[config.mk]
export PLATFORM = sky130hd
export DESIGN_NAME = spc_ram
export DESIGN_NICKNAME = d
export VERILOG_FILES = /design/src/rtl/spc_ram.sv
export SDC_FILE = /design/constraint.sdc
export NUM_CORES = 2
export LEC_CHECK = 0
export BUFFER_PORTS_ARGS = -buffer_cell sky130_fd_sc_hd__buf_2
export CAP_MARGIN = 20
export CORE_ASPECT_RATIO = 0.75
export CORE_UTILIZATION = 55
export DETAILED_ROUTE_END_ITERATION = 16
export HOLD_SLACK_MARGIN = 0.03
export PLACE_DENSITY = 0.71
export SLEW_MARGIN = 20
export SYNTH_ARGS = -nofsm -noshare
export SYNTH_HDL_FRONTEND = slang
export SYNTH_SLANG_ARGS = --single-unit
[constraint.sdc]
create_clock -name clk_i -period 4.2 [get_ports clk_i]
set_clock_uncertainty 0.15 [all_clocks]
set_input_delay 0.21 -clock clk_i [delete_from_list [all_inputs] [get_ports clk_i]]
set_output_delay 0.21 -clock clk_i [all_outputs]
set_load 0.02 [all_outputs]
[src/rtl/spc_ram.sv]
`timescale 1ns / 1ps
// ----------------------------------------------------------------------------
// spc_ram
// Generic simple dual-port RAM, one write port, one registered read port.
// ----------------------------------------------------------------------------
module spc_ram #(
  parameter int WIDTH = 8,
  parameter int DEPTH = 256
) (
  input  logic                 clk_i,
  input  logic                 we_i,
  input  logic [((DEPTH > 1) ? $clog2(DEPTH) : 1)-1:0] waddr_i,
  input  logic [WIDTH-1:0]     wdata_i,
  input  logic [((DEPTH > 1) ? $clog2(DEPTH) : 1)-1:0] raddr_i,
  output logic [WIDTH-1:0]     rdata_o
);

  logic [WIDTH-1:0] mem_q [DEPTH];
  logic [WIDTH-1:0] rdata_q;

  always_ff @(posedge clk_i) begin
    if (we_i) begin
      mem_q[waddr_i] <= wdata_i;
    end
    rdata_q <= mem_q[raddr_i];
  end

  assign rdata_o = rdata_q;

endmodule

After elaboration in Yosys (flattened, before gate mapping)
Memories as Yosys holds them, arrays and structs flattened. A register that Yosys moved wholly into a read port is not among the register bits.
Cells that the tools add are included.
{"block": "totals", "ff_bits": 0, "ram_bits": 2048, "input_bits": 26, "out_inout_bits": 8, "elab_cells": 3, "mem_count": 1}
{"memory": "mem_q", "words": 256, "width": 8, "read_ports": 1, "rd_ports_with_merged_regs": 1, "wr": 1, "line": "18", "rtl": "logic [WIDTH-1:0] mem_q [DEPTH];"}
{"block": "classes", "n_mux": 2}
{"cell": "$mux 1", "count": 2}

Logic depth before layout (Yosys ltp)
{"block": "logic_depth", "ltp_word": 2, "ltp_mapped": 11, "ltp_nobuf": 6}

Worst setup path before layout
Ideal clock, no wire load.
{"block": "synth_timing", "path_type": "input-to-reg", "start": "in raddr_i[0] (netlist name)", "end": "reg rdata_q[2] (netlist: rdata_o[2]) (read register of mem_q)", "setup_ns": 0.131, "arrival_ns": 2.017, "required_time_ns": 3.919, "setup_slack_ns": 1.902, "path_stages": 9, "path_buffers": 4, "path_cell_list": "buf_6 buf_12 buf_8 buf_2 mux4_2 a22oi_1 a21oi_1 nor4_1 nor4_2"}
{"element": "start: declaration", "line": "14", "rtl": "input logic [((DEPTH > 1) ? $clog2(DEPTH) : 1)-1:0] raddr_i,"}
{"element": "end: declaration", "line": "19", "rtl": "logic [WIDTH-1:0] rdata_q;"}

==> results_tabular.tex <==
\begin{tabular}{lr}
\hline
Metric & Value \\
\hline
\multicolumn{2}{l}{\textbf{Worst setup path}} \\
\quad Most frequent cell on the critical path & nor4\_1 \\
\quad Highest fanout seen on the critical path & 63 \\
\quad Launch point of the worst reg-to-reg path & mem\_q[51][7] \\
\quad Number of logic stages on the critical path including buffering & 9 \\
\quad End of the worst register-to-register path & rdata\_o[7] \\
\quad Worst Path Buf+Inv & 3 \\
\quad Setup Crit Path Kind & input pin to flip-flop \\
\quad Number of cell instances on the worst register-to-register path & 5 \\
\quad Crit path max-delay cell type & nor4\_1 \\
\quad Element type at the critical path end & flip-flop \\
\quad Max incr delay on CP & 1.13 ns \\
\quad Sort of element at the start of the critical path & input pin \\
\quad Required arrival time at the worst endpoint & 4.69 ns \\
\quad CP top delay family & simple AND/OR/NAND/NOR gates \\
\quad CP cell instances & buf\_8 -> buf\_12 -> buf\_4 -> nor2b\_1 -> a221oi\_1 -> o211ai\_1 -> nand3\_1 -> nor4\_1 -> nor4\_1 \\
\quad Critical path arrival & 3.72 ns \\
\quad Register-to-register setup slack & 1.22 ns \\
\quad Capture point of the worst path & rdata\_o[7] \\
\quad CP startpoint & raddr\_i[1] \\
\multicolumn{2}{l}{\textbf{Pwr}} \\
\quad Worst supply voltage drop on vdd & 0.4697 mV \\
\quad Total power per unit cell area & 463.3 mW/mm\^{}2 \\
\quad Leakage power summed over all cells & 27.24 nW \\
\multicolumn{2}{l}{\textbf{Detailed routing}} \\
\quad Number of antenna-violating nets in the routed design & 0 \\
\quad Number of DRC markers after the initial detailed-route iteration & 6037 \\
\quad Via-to-Cell Ratio & 6.687 \\
\quad Detailed-routing iteration count for the pre-antenna-repair pass & 8 \\
\quad Final Routed Wirelength & 192800 microns \\
\quad Vias & 39.80k \\
\quad Routed wire per std cell & 32.40 microns \\
\quad \# DRC & 0 \\
\multicolumn{2}{l}{\textbf{Timing}} \\
\quad Hold Violations, Final & 0 \\
\quad Remaining max-slew budget at the tightest pin & 0.1469 \\
\quad Shortest period the worst path allows & 3.224 ns \\
\quad Final Slew Violations & 0 \\
\quad Least-Margin Pin Slew & 1.268 ns \\
\quad Final-report setup violation count & 0 \\
\quad Maximum operating frequency & 310.2 MHz \\
\quad RSZ-0062 raised after global routing & no \\
\quad Final period util & 0.7676 \\
\quad Post-route setup TNS & 0 ns \\
\multicolumn{2}{l}{\textbf{Synthesis}} \\
\quad Flip-flop cell with the highest count after synthesis & edfxtp\_1 \\
\quad Synthesized flop and latch total & 2056 \\
\quad Post-synth top area cell & edfxtp\_1 \\
\quad Yosys cell types & 55 \\
\quad Instance count of the mapped netlist & 3733 \\
\quad Mapped Nets & 3759 \\
\quad Number of enable-type register cells in the synthesized netlist & 2048 \\
\quad Synth Area per Inst & 21.31 sq um \\
\quad Syn. warnings & 0 \\
\quad Total standard cell area after synthesis & 0.07956 sq mm \\
\quad FFs w/ async S/R, synth & 0 \\
\quad Area share of the largest cell type after synthesis & 0.7730 \\
\quad Top post-synthesis cells by area & edfxtp\_1, mux4\_2, mux2i\_1, nor2\_1, a22oi\_1 \\
\quad Proportion of synthesized chip area in sequential cells & 0.7750 \\
\multicolumn{2}{l}{\textbf{Clock tree}} \\
\quad Clk\_lat worst skew & 0.83 ns \\
\quad Number of sinks on the clock net & 2056 \\
\quad Root buffer cell & clkbuf\_16 \\
\quad Number of buffers on the longest clock path & 3 \\
\quad TritonCTS clock tree & done \\
\quad Cts-stage hold buffer count & 10 \\
\quad Number of buffers inserted during clock tree synthesis & 183 \\
\quad Postcts setup bufs & 0 \\
\quad Resized Gates After CTS & 0 \\
\quad Worst-path clk slew & 0.06 ns \\
\quad CTS HTree Levels & 4 \\
\multicolumn{2}{l}{\textbf{Global route}} \\
\quad Overall overflow remaining after global route & 0 \\
\quad Via count of the first global-routing pass & 39.14k \\
\quad Total track usage & 0.2672 \\
\quad First-pass GRT wire length & 278300 microns \\
\quad Initial antenna violation count & 9 \\
\quad Pin count of the biggest net entering global routing & 156 \\
\multicolumn{2}{l}{\textbf{Final layout}} \\
\quad Area grow syn2layout & 10.95\% \\
\quad Share of post-route cells with drive strength above 1 & 0.2286 \\
\quad Final core utilization & 0.6169 \\
\quad Filler cells & 9684 \\
\quad Count of nets after finishing & 3929 \\
\multicolumn{2}{l}{\textbf{Floorplan}} \\
\quad Vertical die dimension & 331.4 microns \\
\quad \# IOs & 34 \\
\quad Total core area & 0.1431 sq mm \\
\quad Total die area & 0.1462 sq mm \\
\quad Initial standard-cell utilization of the core & 0.5560 \\
\quad Floorplan row count & 120 \\
\quad X dimension of the die & 441.2 microns \\
\multicolumn{2}{l}{\textbf{Place}} \\
\quad Global placer's final weighted congestion & 0.8660 \\
\quad I/O Buffers & 33 \\
\quad Final HPWL from detailed placement & 118000 microns \\
\multicolumn{2}{l}{\textbf{Hold path}} \\
\quad Classification of the worst-slack hold path & input pin to flip-flop \\
\multicolumn{2}{l}{\textbf{Job}} \\
\quad MaxCap Viol Count & 0 \\
\multicolumn{2}{l}{\textbf{Status}} \\
\quad Status & finished clean \\
\hline
\end{tabular}
==> report_power, final <==
part           total [mW]  internal, mW  switching (mW)
logic                2.10         0.728            1.37
clock network        16.1          8.77            7.38
registers            22.6          22.6          0.0358
==> cells in the mapped netlist, types with 2 or more instances <==
| library cell | number |
|---|---|
| or2_2 | 4 |
| buf_4 | 27 |
| nor4_2 | 3 |
| buf_2 | 31 |
| nor2_1 | 282 |
| buf_12 | 8 |
| o22a_1 | 5 |
| a221oi_1 | 13 |
| and3b_1 | 2 |
| mux4_1 | 2 |
| a21oi_1 | 96 |
| buf_6 | 21 |
| a22oi_1 | 133 |
| o221ai_1 | 46 |
| mux2i_1 | 134 |
| nand4_1 | 10 |
| a2111oi_0 | 2 |
| a211oi_1 | 16 |
| o22ai_1 | 28 |
| and2_1 | 6 |
| nor4_1 | 24 |
| a22o_1 | 8 |
| edfxtp_1 | 2048 |
| o21ai_1 | 2 |
| a311oi_1 | 2 |
| clkbuf_1 | 111 |
| o32ai_1 | 4 |
| buf_8 | 13 |
| nand3b_1 | 2 |
| nand2_1 | 33 |
| nand2b_1 | 8 |
| nor3_1 | 22 |
| a2111oi_1 | 2 |
| nor2b_1 | 31 |
| dfxtp_1 | 8 |
| mux4_2 | 454 |
| o211ai_1 | 10 |
| nand3_1 | 34 |
| a31oi_1 | 2 |
| o21ai_0 | 10 |
| buf_1 | 22 |
==> logic make-up (layout without fill, tap and decap cells) <==
kind of cell,count (synthesis),count (layout),synth area share
other cells,0,11,0
buf+inv,235,552,0.01831
compound gates,385,385,0.03419
simple gates,466,466,0.02628
flops,2056,2056,0.7750
mux,591,591,0.1462
==> cell type report <==
type | instances | area (sq um) | area share
sequential | 2056 | 61660 | 0.6985
multi-input combinational | 1442 | 16500 | 0.1869
clock buffer | 234 | 4791 | 0.05427
tap | 1891 | 2366 | 0.02680
timing repair buffer | 218 | 2048 | 0.02320
clock inverter | 98 | 869.6 | 0.009851
antenna | 11 | 27.53 | 0.0003118
inverter | 2 | 7.507 | 0.00008505
==> flip-flops by register name, indices dropped and copies added, names as in the netlist <==
name,cells
mem_q,2048
rdata_o,8
==> worst register-to-register path: cells and delay by family (launching register included) <==
kind               cells  cell delay, ns
and+or+nand+nor        3            1.54
muxes                  1            0.51
DFF                    1            0.36
AOI/OAI and AO/OA      1            0.26
==> stage by stage <==
stage | setup slack, ns | hold slack (ns) | total power [mW] | cells | instance area, sq um
3_5_place_dp | 0.3611 | 0.5691 | 25.16 | 5597 | 82450
4_1_cts | 1.225 | 0.08620 | 41.01 | 5939 | 88210
2_1_floorplan | 1.902 | 0.1589 | 24.19 | 3733 | 79560
3_3_place_gp | 0.1105 | 0.5691 | 25.12 | 5596 | 82420
6_report | 0.9759 | 0.1513 | 40.90 | 5952 | 88270
5_1_grt | 1.084 | 0.1563 | 41.86 | 5942 | 88250
==> how the worst min path moves through the flow <==
stage | cells after the start | endpoint | startpoint | slack [ns]
5_1_grt | 4 | mem_q[80][6] | we_i | 0.16
4_1_cts | 4 | mem_q[80][5] | we_i | 0.09
3_3_place_gp | 1 | rdata_o[1] | rdata_o[1] | 0.57
3_5_place_dp | 1 | rdata_o[1] | rdata_o[1] | 0.57
2_1_floorplan | 0 | mem_q[0][0] | wdata_i[0] | 0.16
6_report | 4 | mem_q[80][5] | we_i | 0.15
==> cells in the final DEF (no fill, tap or decap), drive strengths merged, types with 10 or more instances in the layout <==
cell,count
edfxtp,2048
inv,11
mux4,456
nand4,10
clkbuf,239
a22oi,133
o21ai,12
a221oi,14
mux2i,134
dlygate4sd3,11
diode,11
nand3,34
o211ai,10
o221ai,47
nor4,27
o22ai,28
clkinv,76
nor3,22
buf,202
nor2b,31
bufinv,11
a211oi,16
nand2,33
nor2,282
a21oi,96
==> routing by layer <==
| metal | vias to the layer above | routed length [microns] | global-route usage |
|---|---|---|---|
| met3 | 339 | 22480 | 0.06460 |
| met2 | 2431 | 87400 | 0.3888 |
| met1 | 20958 | 78280 | 0.4075 |
| met5 | - | 27 | 0 |
| met4 | 4 | 4632 | 0.07473 |
| li1 | 16070 | - | - |
No activity file was read; power rests on OpenSTA's default activity.
